<file path="src/sv/pkfr_pkg.sv">
// Package for the pointer/keyboard report framer.
// Holds opcodes, device and job codes, the job record and frame helpers.
// Used by every module of the block; depends on nothing.
package pkfr_pkg;

    // Input opcodes.
    localparam logic [1:0] OP_REPORT = 2'd0;
    localparam logic [1:0] OP_RTS    = 2'd1;
    localparam logic [1:0] OP_DONE   = 2'd2;

    // Device types held in the configuration register.
    localparam logic [2:0] DEV_J = 3'd0;
    localparam logic [2:0] DEV_M = 3'd1;
    localparam logic [2:0] DEV_K = 3'd2;
    localparam logic [2:0] DEV_X = 3'd3;
    localparam logic [2:0] DEV_T = 3'd4;

    // Kinds of transmit job passed from the front to the back.
    localparam logic [1:0] JOB_FRAME    = 2'd0;
    localparam logic [1:0] JOB_ID_FRAME = 2'd1;
    localparam logic [1:0] JOB_FLUSH    = 2'd2;

    // Job queue geometry.
    localparam int Q_DEPTH = 2;
    localparam int Q_AW    = (Q_DEPTH > 1) ? $clog2(Q_DEPTH) : 1;
    localparam int Q_CW    = $clog2(Q_DEPTH + 1);

    // One transmit job: what kind, the id byte, frame length and frame bytes.
    typedef struct packed {
        logic [1:0]       kind;
        logic [7:0]       id;
        logic [2:0]       len;
        logic [3:0][7:0]  bytes;
    } t_job;

    // Push request from the front into the queue.
    typedef struct packed {
        logic  valid;
        t_job  job;
    } t_push;

    // Queue status seen by the front and the back.
    typedef struct packed {
        logic full;
        logic empty;
    } t_q_stat;

    // Id byte sent ahead of the frame on a rising request-to-send.
    function automatic logic [7:0] id_byte(input logic [2:0] dev);
        logic [7:0] b;
        case (dev)
            DEV_M:   b = 8'h4D;
            DEV_K:   b = 8'h4B;
            DEV_X:   b = 8'h58;
            DEV_T:   b = 8'h54;
            default: b = 8'h4A;
        endcase
        return b;
    endfunction

    // Number of frame bytes for a device type.
    function automatic logic [2:0] frame_len(input logic [2:0] dev);
        logic [2:0] n;
        case (dev)
            DEV_K, DEV_X: n = 3'd2;
            DEV_T:        n = 3'd4;
            default:      n = 3'd3;
        endcase
        return n;
    endfunction

    // Saturate a 16-bit signed axis value to signed 8 bits.
    function automatic logic [7:0] sat8(input logic signed [15:0] v);
        logic [7:0] r;
        if (v > 16'sd127) begin
            r = 8'h7F;
        end else if (v < -16'sd128) begin
            r = 8'h80;
        end else begin
            r = v[7:0];
        end
        return r;
    endfunction

endpackage

</file>
<file path="src/sv/pkfr_front.sv">
// Front end of the report framer: accepts input beats, builds frames and
// keeps the frame store, pending flag, request-to-send level and device type.
// Depends on pkfr_pkg; pushes transmit jobs into pkfr_queue.
module pkfr_front (
    input  logic               i_clk,
    input  logic               i_rst_n,
    input  logic               i_cfg_we,
    input  logic [2:0]         i_cfg_data,
    input  logic               i_valid,
    output logic               o_ready,
    input  logic [1:0]         i_opcode,
    input  logic [7:0]         i_buttons,
    input  logic signed [15:0] i_x_move,
    input  logic signed [15:0] i_y_move,
    input  logic               i_key_valid,
    input  logic [7:0]         i_key_byte0,
    input  logic [7:0]         i_key_byte1,
    input  logic [7:0]         i_key_byte2,
    input  logic               i_rts_level,
    input  pkfr_pkg::t_q_stat  i_q_stat,
    output pkfr_pkg::t_push    o_push
);
    import pkfr_pkg::*;

    logic [2:0]      r_dev;
    logic [3:0][7:0] r_store;
    logic            r_pending;
    logic            r_rts;

    logic            accept;
    logic [3:0][7:0] frame;
    logic            update;
    logic [7:0]      x_sat;
    logic [7:0]      y_sat;
    t_push           n_push;

    assign o_ready = !i_q_stat.full;
    assign accept  = i_valid && o_ready;

    // Build the frame for the configured device type.
    always_comb begin
        x_sat = sat8(i_x_move);
        y_sat = sat8(i_y_move);
        frame = '0;
        unique case (r_dev) inside
            DEV_K, DEV_X: begin
                update   = i_key_valid;
                frame[0] = {1'b1, i_key_byte0[3:0], i_key_byte1[1:0], i_key_byte2[7]};
                frame[1] = {1'b0, i_key_byte2[6:0]};
            end
            DEV_T: begin
                update   = i_key_valid;
                frame[0] = 8'h40;
                frame[1] = {6'b000100, i_key_byte0[3:2]};
                frame[2] = {2'b00, i_key_byte0[1:0], i_key_byte1[1:0], i_key_byte2[7:6]};
                frame[3] = {2'b00, i_key_byte2[5:0]};
            end
            default: begin
                frame[0] = {i_buttons[7:4], y_sat[7:6], x_sat[7:6]};
                frame[1] = {2'b00, x_sat[5:0]};
                frame[2] = {2'b00, y_sat[5:0]};
                update   = (i_x_move != 16'sd0) || (i_y_move != 16'sd0)
                           || (r_store[0] != frame[0]);
            end
        endcase
    end

    // Decide which job, if any, this beat hands to the back end.
    always_comb begin
        n_push           = '0;
        n_push.job.id    = id_byte(r_dev);
        n_push.job.len   = frame_len(r_dev);
        n_push.job.bytes = r_store;
        n_push.job.kind  = JOB_FRAME;
        if (accept) begin
            case (i_opcode)
                OP_REPORT: begin
                    if (!r_pending && update && r_rts) begin
                        n_push.valid     = 1'b1;
                        n_push.job.bytes = frame;
                    end
                end
                OP_RTS: begin
                    if (i_rts_level != r_rts) begin
                        n_push.valid    = 1'b1;
                        n_push.job.kind = i_rts_level ? JOB_ID_FRAME : JOB_FLUSH;
                    end
                end
                default: ;
            endcase
        end
    end

    assign o_push = n_push;

    // State updates on accepted beats and configuration writes.
    always_ff @(posedge i_clk) begin
        if (!i_rst_n) begin
            r_dev     <= DEV_J;
            r_store   <= '0;
            r_pending <= 1'b0;
            r_rts     <= 1'b0;
        end else begin
            if (i_cfg_we) begin
                r_dev <= i_cfg_data;
            end
            if (accept) begin
                case (i_opcode)
                    OP_REPORT: begin
                        if (!r_pending && update) begin
                            r_store   <= frame;
                            r_pending <= 1'b1;
                        end
                    end
                    OP_RTS: begin
                        r_rts <= i_rts_level;
                    end
                    OP_DONE: begin
                        r_pending <= 1'b0;
                    end
                    default: ;
                endcase
            end
        end
    end

endmodule

</file>
<file path="src/sv/pkfr_queue.sv">
// Short job queue between the framer front and the byte serializer.
// Depends on pkfr_pkg for the job record and the queue depth.
module pkfr_queue (
    input  logic               i_clk,
    input  logic               i_rst_n,
    input  pkfr_pkg::t_push    i_push,
    input  logic               i_pop,
    output pkfr_pkg::t_job     o_head,
    output pkfr_pkg::t_q_stat  o_stat
);
    import pkfr_pkg::*;

    t_job            r_mem [Q_DEPTH];
    logic [Q_AW-1:0] r_wp;
    logic [Q_AW-1:0] r_rp;
    logic [Q_CW-1:0] r_cnt;

    logic            push;
    logic            pop;

    assign o_stat.full  = (r_cnt == Q_CW'(Q_DEPTH));
    assign o_stat.empty = (r_cnt == '0);
    assign o_head       = r_mem[r_rp];
    assign push         = i_push.valid && !o_stat.full;
    assign pop          = i_pop && !o_stat.empty;

    // Entry storage.
    always_ff @(posedge i_clk) begin
        if (push) begin
            r_mem[r_wp] <= i_push.job;
        end
    end

    // Pointers and fill count.
    always_ff @(posedge i_clk) begin
        if (!i_rst_n) begin
            r_wp  <= '0;
            r_rp  <= '0;
            r_cnt <= '0;
        end else begin
            if (push) begin
                r_wp <= (r_wp == Q_AW'(Q_DEPTH - 1)) ? '0 : r_wp + 1'b1;
            end
            if (pop) begin
                r_rp <= (r_rp == Q_AW'(Q_DEPTH - 1)) ? '0 : r_rp + 1'b1;
            end
            if (push && !pop) begin
                r_cnt <= r_cnt + 1'b1;
            end else if (pop && !push) begin
                r_cnt <= r_cnt - 1'b1;
            end
        end
    end

    // The fill count never passes the depth.
    a_cnt_bound: assert property (@(posedge i_clk) disable iff (!i_rst_n)
        r_cnt <= Q_CW'(Q_DEPTH))
        else $error("job queue count above depth");

    // The front never requests a push into a full queue.
    a_no_overflow: assert property (@(posedge i_clk) disable iff (!i_rst_n)
        i_push.valid |-> !o_stat.full)
        else $error("push into full job queue");

    // The back never pops an empty queue.
    a_no_underflow: assert property (@(posedge i_clk) disable iff (!i_rst_n)
        i_pop |-> !o_stat.empty)
        else $error("pop from empty job queue");

endmodule

</file>
<file path="src/sv/pkfr_back.sv">
// Back end of the report framer: walks the job at the queue head and sends
// one byte beat per cycle while i_ready is high, via an output register.
// Depends on pkfr_pkg; pops jobs from pkfr_queue.
module pkfr_back (
    input  logic               i_clk,
    input  logic               i_rst_n,
    input  pkfr_pkg::t_job     i_head,
    input  pkfr_pkg::t_q_stat  i_q_stat,
    output logic               o_pop,
    output logic               o_valid,
    input  logic               i_ready,
    output logic [7:0]         o_out_byte,
    output logic               o_flush,
    output logic               o_last_byte
);
    import pkfr_pkg::*;

    logic       r_valid;
    logic [2:0] r_idx;
    logic [7:0] r_byte;
    logic       r_flush;
    logic       r_last;

    logic       load;
    logic       emit;
    logic [2:0] total;
    logic       last;
    logic [2:0] sel_ext;
    logic [7:0] n_byte;

    assign load = !r_valid || i_ready;
    assign emit = load && !i_q_stat.empty;

    // Beat count, position and byte for the job at the head.
    always_comb begin
        case (i_head.kind)
            JOB_FLUSH:    total = 3'd1;
            JOB_ID_FRAME: total = i_head.len + 3'd1;
            default:      total = i_head.len;
        endcase
        last    = (r_idx == total - 3'd1);
        sel_ext = r_idx - {2'b00, (i_head.kind == JOB_ID_FRAME)};
        if (i_head.kind == JOB_FLUSH) begin
            n_byte = 8'h00;
        end else if (i_head.kind == JOB_ID_FRAME && r_idx == 3'd0) begin
            n_byte = i_head.id;
        end else begin
            n_byte = i_head.bytes[sel_ext[1:0]];
        end
    end

    assign o_pop = emit && last;

    // Control: output valid and position within the current job.
    always_ff @(posedge i_clk) begin
        if (!i_rst_n) begin
            r_valid <= 1'b0;
            r_idx   <= '0;
        end else begin
            if (load) begin
                r_valid <= emit;
            end
            if (emit) begin
                r_idx <= last ? 3'd0 : r_idx + 3'd1;
            end
        end
    end

    // Output payload register.
    always_ff @(posedge i_clk) begin
        if (emit) begin
            r_byte  <= n_byte;
            r_flush <= (i_head.kind == JOB_FLUSH);
            r_last  <= last;
        end
    end

    assign o_valid     = r_valid;
    assign o_out_byte  = r_byte;
    assign o_flush     = r_flush;
    assign o_last_byte = r_last;

    // A flush beat is always the only and final beat, with a zero byte.
    a_flush_form: assert property (@(posedge i_clk) disable iff (!i_rst_n)
        (r_valid && r_flush) |-> (r_last && r_byte == 8'h00))
        else $error("malformed flush beat");

    // The position never runs past the five beats of the longest job.
    a_idx_bound: assert property (@(posedge i_clk) disable iff (!i_rst_n)
        r_idx <= 3'd4)
        else $error("job position out of range");

    // The position is back at zero after the last beat of a job.
    a_idx_wrap: assert property (@(posedge i_clk) disable iff (!i_rst_n)
        o_pop |=> (r_idx == 3'd0))
        else $error("job position not reset after last beat");

endmodule

</file>
<file path="src/sv/pointer_keyboard_report_framer_top.sv">
// Top level of the pointer/keyboard report framer.
// Instantiates pkfr_front, pkfr_queue and pkfr_back; depends on pkfr_pkg.
//
// Turns report, request-to-send and transmit-done beats into serial bytes
// for one link port. The front takes one input beat per cycle as long as
// the two-entry job queue has room; while the queue is full every input
// beat waits, including those that send nothing.
// Each job then leaves the back end at one byte beat per cycle while
// i_ready is high: a report with request-to-send high gives 2 to 4 beats,
// a rising request-to-send gives the id byte plus the frame (3 to 5 beats)
// and a falling one gives a single flush beat. Sustained throughput is set
// by the serializer, one output beat per cycle while i_ready is high. The
// output is registered and the queue holds two jobs, so a waiting result
// blocks new input only once both queue entries are taken. The device type
// register must be written only while idle; the block does not enforce it.
module pointer_keyboard_report_framer_top (
    input  logic               i_clk,
    input  logic               i_rst_n,
    input  logic               i_cfg_we,
    input  logic [2:0]         i_cfg_data,
    input  logic               i_valid,
    output logic               o_ready,
    input  logic [1:0]         i_opcode,
    input  logic [7:0]         i_buttons,
    input  logic signed [15:0] i_x_move,
    input  logic signed [15:0] i_y_move,
    input  logic               i_key_valid,
    input  logic [7:0]         i_key_byte0,
    input  logic [7:0]         i_key_byte1,
    input  logic [7:0]         i_key_byte2,
    input  logic               i_rts_level,
    output logic               o_valid,
    input  logic               i_ready,
    output logic [7:0]         o_out_byte,
    output logic               o_flush,
    output logic               o_last_byte
);
    import pkfr_pkg::*;

    t_push   push;
    t_job    head;
    t_q_stat q_stat;
    logic    pop;

    // Front: classify beats and build jobs.
    pkfr_front u_front (
        .i_clk       (i_clk),
        .i_rst_n     (i_rst_n),
        .i_cfg_we    (i_cfg_we),
        .i_cfg_data  (i_cfg_data),
        .i_valid     (i_valid),
        .o_ready     (o_ready),
        .i_opcode    (i_opcode),
        .i_buttons   (i_buttons),
        .i_x_move    (i_x_move),
        .i_y_move    (i_y_move),
        .i_key_valid (i_key_valid),
        .i_key_byte0 (i_key_byte0),
        .i_key_byte1 (i_key_byte1),
        .i_key_byte2 (i_key_byte2),
        .i_rts_level (i_rts_level),
        .i_q_stat    (q_stat),
        .o_push      (push)
    );

    // Job queue between the two halves.
    pkfr_queue u_queue (
        .i_clk   (i_clk),
        .i_rst_n (i_rst_n),
        .i_push  (push),
        .i_pop   (pop),
        .o_head  (head),
        .o_stat  (q_stat)
    );

    // Back: serialize jobs into byte beats.
    pkfr_back u_back (
        .i_clk       (i_clk),
        .i_rst_n     (i_rst_n),
        .i_head      (head),
        .i_q_stat    (q_stat),
        .o_pop       (pop),
        .o_valid     (o_valid),
        .i_ready     (i_ready),
        .o_out_byte  (o_out_byte),
        .o_flush     (o_flush),
        .o_last_byte (o_last_byte)
    );

endmodule
</file>
<file path="config.mk">
export PLATFORM = sky130hd
export DESIGN_NAME = pointer_keyboard_report_framer_top
export DESIGN_NICKNAME = d
export VERILOG_FILES = /design/src/sv/pkfr_pkg.sv /design/src/sv/pkfr_front.sv /design/src/sv/pkfr_queue.sv /design/src/sv/pkfr_back.sv /design/src/sv/pointer_keyboard_report_framer_top.sv
export SDC_FILE = /design/constraint.sdc
export NUM_CORES = 1
export LEC_CHECK = 0
export CAP_MARGIN = 20
export CORE_AREA = 2 2 122 171
export CTS_BUF_LIST = sky130_fd_sc_hd__clkbuf_4 sky130_fd_sc_hd__clkbuf_8
export DETAILED_ROUTE_END_ITERATION = 12
export DIE_AREA = 0 0 124 173
export DONT_BUFFER_PORTS = 1
export GPL_TIMING_DRIVEN = 0
export PLACE_DENSITY = 0.46
export SETUP_SLACK_MARGIN = 0.2
export SLEW_MARGIN = 25
export SYNTH_ARGS = -nofsm -noshare
export SYNTH_HDL_FRONTEND = slang
export SYNTH_SLANG_ARGS = --single-unit
export TNS_END_PERCENT = 100
</file>
<file path="constraint.sdc">
create_clock -name i_clk -period 13.75 [get_ports i_clk]
set_clock_uncertainty 0.2 [all_clocks]
set_input_delay 3.4375 -clock i_clk [delete_from_list [all_inputs] [get_ports i_clk]]
set_output_delay 3.4375 -clock i_clk [all_outputs]
set_load 0.005 [all_outputs]
</file>
==> impl_metrics.json <==
{
  "status": "completed",
  "cp-end-kind": "register",
  "cts_buffer_depth": 2,
  "power.leakage_uw": 0.002320,
  "p_total_uw": 882.7,
  "synth.avg_cell_area_um2": 11.25,
  "timing.fmax_ghz": 0.1716,
  "finalCriticalPeriod_ns": 5.827,
  "synth_area_um2": 5897,
  "synth_edf_count": 84,
  "synth.most_common_cell": "nand2_1",
  "yosys.area_share.xor_xnor_pct": 1.782,
  "finalHoldViolations": 0,
  "tritoncts": "done",
  "yosysTopAreaCell": "edfxtp_1",
  "hold_path_class": "reg2reg",
  "cts_setup_buffers": 0,
  "h-tree-depth": 4,
  "crit_path_start_kind": "input port",
  "crit_arrival_ns": 5.98,
  "cts_resized": 0,
  "row_count": 61,
  "diodes": 0,
  "syn_inst": 524,
  "drt-total-wl_um": 15680,
  "peakVddDrop_mv": 0.06997,
  "yosysUniqueCellTypes": 51,
  "cap_violations": 0,
  "die_h_um": 173,
  "worst_slack_ns": 7.923,
  "synthMuxAreaShare_pct": 8.657,
  "wl_met1_um": 6248,
  "period_share_pct": 42.38,
  "path_clk_slew_ns": 0.08,
  "path_class": "in2reg",
  "synth.area.top_cells": "edfxtp_1 (43%), dfxtp_1 (14%), nand2_1 (5.7%)",
  "power_density_nw_per_um2": 130.9,
  "dpl.hpwl_um": 11980,
  "rsz0062_at_grt": "false",
  "synth_fa_ha_area_share_pct": 2.122,
  "clk_latency_ns": 0.43,
  "die-width_um": 124,
  "postLayoutCoreUtil_pct": 33.98,
  "ys_ff_latch": 125,
  "ios": 88,
  "worstMarginPinSlew_ns": 0.9804,
  "synthFlopType": "edfxtp_1",
  "slew_viol_final": 0,
  "fp.dieArea_um2": 21450,
  "dp_slack_ns": 7.520,
  "finalSetupTns_ns": 0,
  "final_cell_count_no_fill": 810,
  "worstPathMaxFanout": 10,
  "grt_util_all_layers_pct": 15.23,
  "io_buffers": 0,
  "netlist_top_cells_count": "nand2_1 (89), edfxtp_1 (84), o21ai_0 (44)",
  "syn2layout_area_growth_pct": 14.36,
  "met2WireLength_um": 8288,
  "nets": 631,
  "start_util_pct": 29.72,
  "dp.cells": 778,
  "vias_per_cell": 5.152,
  "vias": 4173,
  "synth-compound-area-share_pct": 12.22,
  "synth_nets": 610,
  "clockRootBuffer": "clkbuf_8",
  "drive_gt1_share_pct": 11.29,
  "drt-initial-drc-count": 260,
  "wire_per_inst_um": 19.36,
  "grt_max_degree": 27,
  "top_layer_used": "met4",
  "synth_top_family_by_area": "simple AND/OR/NAND/NOR gates",
  "holdBufCountCts": 0,
  "grt_pass1_wl_um": 24280,
  "finalWeightedCongestion": 0.8542,
  "core-area_um2": 19840,
  "yosys.area_share.simple_pct": 15.55,
  "grt_remaining_overflow": 0,
  "ys_seq_area_share_pct": 56.69,
  "async_reset_ff_share_pct": 0,
  "relSlewSlack_pct": 34.64,
  "cts.sinks": 125,
  "synth_top_area_share_pct": 42.78,
  "regToRegSetupSlack_ns": 8.91,
  "cts_made_buffers": 17,
  "synth_warnings": 0,
  "setup_viol": 0,
  "critPathRequiredTime_ns": 13.90,
  "antenna_found_initial": 0,
  "met3WireLength_um": 695,
  "first_pass_iters": 5,
  "first_global_vias": 4463,
  "drc": 0,
  "ant_nets": 0
}
worst paths after layout:
kind,start,to,depth (start not counted)
worst min-delay path,u_front.r_store[17],u_front.r_store[17],2
worst min register to register,u_front.r_store[17],u_front.r_store[17],2
worst max-delay path,i_y_move[11],u_queue.r_cnt[1],9
worst max register to register,register,u_queue.r_cnt[1],17
logic make-up after synthesis:
| logic type | count (synthesis) |
|---|---|
| mux | 32 |
| buf+inv | 41 |
| fa+ha+maj | 10 |
| flops | 125 |
| xor+xnor | 12 |
| simple gates | 192 |
| compound gates | 112 |
worst max-delay path, stage by stage:
cell and delay, ns:
nor4_1 0.39, nand3b_1 0.22, nor4_4 0.51, a21o_1 0.18, buf_2 0.23, nand2_1 0.13
ha_1 0.33, or3_1 0.37, a21oi_1 0.16
cells in the final DEF (no fill, tap or decap), types with 3 or more instances in the layout:
master / Yosys / layout
a21o_1: 6 / 6
and2_1: 5 / 4
inv_6: 0 / 3
clkinvlp_4: 0 / 3
nand2_1: 89 / 89
nand4_1: 14 / 14
o21ai_0: 44 / 44
bufinv_16: 0 / 5
buf_1: 3 / 3
buf_2: 11 / 11
ha_1: 10 / 10
nor2_1: 33 / 32
nor2b_1: 8 / 8
clkbuf_1: 14 / 14
mux4_2: 6 / 6
a21oi_1: 15 / 14
nor4_1: 9 / 9
inv_1: 12 / 12
nand3_1: 12 / 12
dfxtp_1: 41 / 41
a211oi_1: 24 / 24
clkbuf_8: 0 / 17
mux4_1: 7 / 7
mux2i_1: 18 / 18
nand2b_1: 7 / 7
edfxtp_1: 84 / 84
xor2_1: 4 / 3
a22oi_1: 7 / 7
xnor2_1: 8 / 8
registers in the layout, summed over array words and instances (netlist names), named ones only:
| signal | cells |
|---|---|
| u_front.r_store | 27 |
| u_front.r_rts | 1 |
| u_queue.r_rp | 1 |
| u_back.r_idx | 3 |
| u_queue.r_cnt | 2 |
| u_front.r_pending | 1 |
| u_back.o_last_byte | 1 |
| u_back.o_flush | 1 |
| u_back.o_valid | 1 |
| u_back.o_out_byte | 8 |
| u_queue.r_wp | 1 |
| u_queue.r_mem | 74 |
| u_front.r_dev | 3 |
through the flow:
step	cell area [um2]	hold WS (ns)
finish	6744	0.2618
global route	6744	0.2915
CTS	6744	0.2621
detailed placement	6282	0.2510
global placement	6212	0.2436
floorplan	5897	0.2362
power breakdown:
part / leakage (uW) / internal, uW / total, uW / switching (uW)
Combinational: 0.000986 / 32.3 / 87.4 / 55.2
Clock: 0.000224 / 222 / 373 / 152
Sequential: 0.00111 / 415 / 422 / 7.24
Total: 0.00232 / 669 / 883 / 214
final cells by class:
class	instances	area, um2
fillers	2014	13100
inverters	12	45.04
clock buffers	19	249.0
multi-input cells	358	2401
well taps	252	315.3
flip-flops and latches	125	3343
repair buffers	2	47.55
clock inverters	13	212.7
plain buffers	29	130.1
per-layer routing:
metal	up-vias	global-route usage, %
li1	1989	-
met1	2011	16.79
met2	146	26.95
met3	27	3.562
met4	0	7.303
met5	-	0
Power figures use the tool's default switching activity.
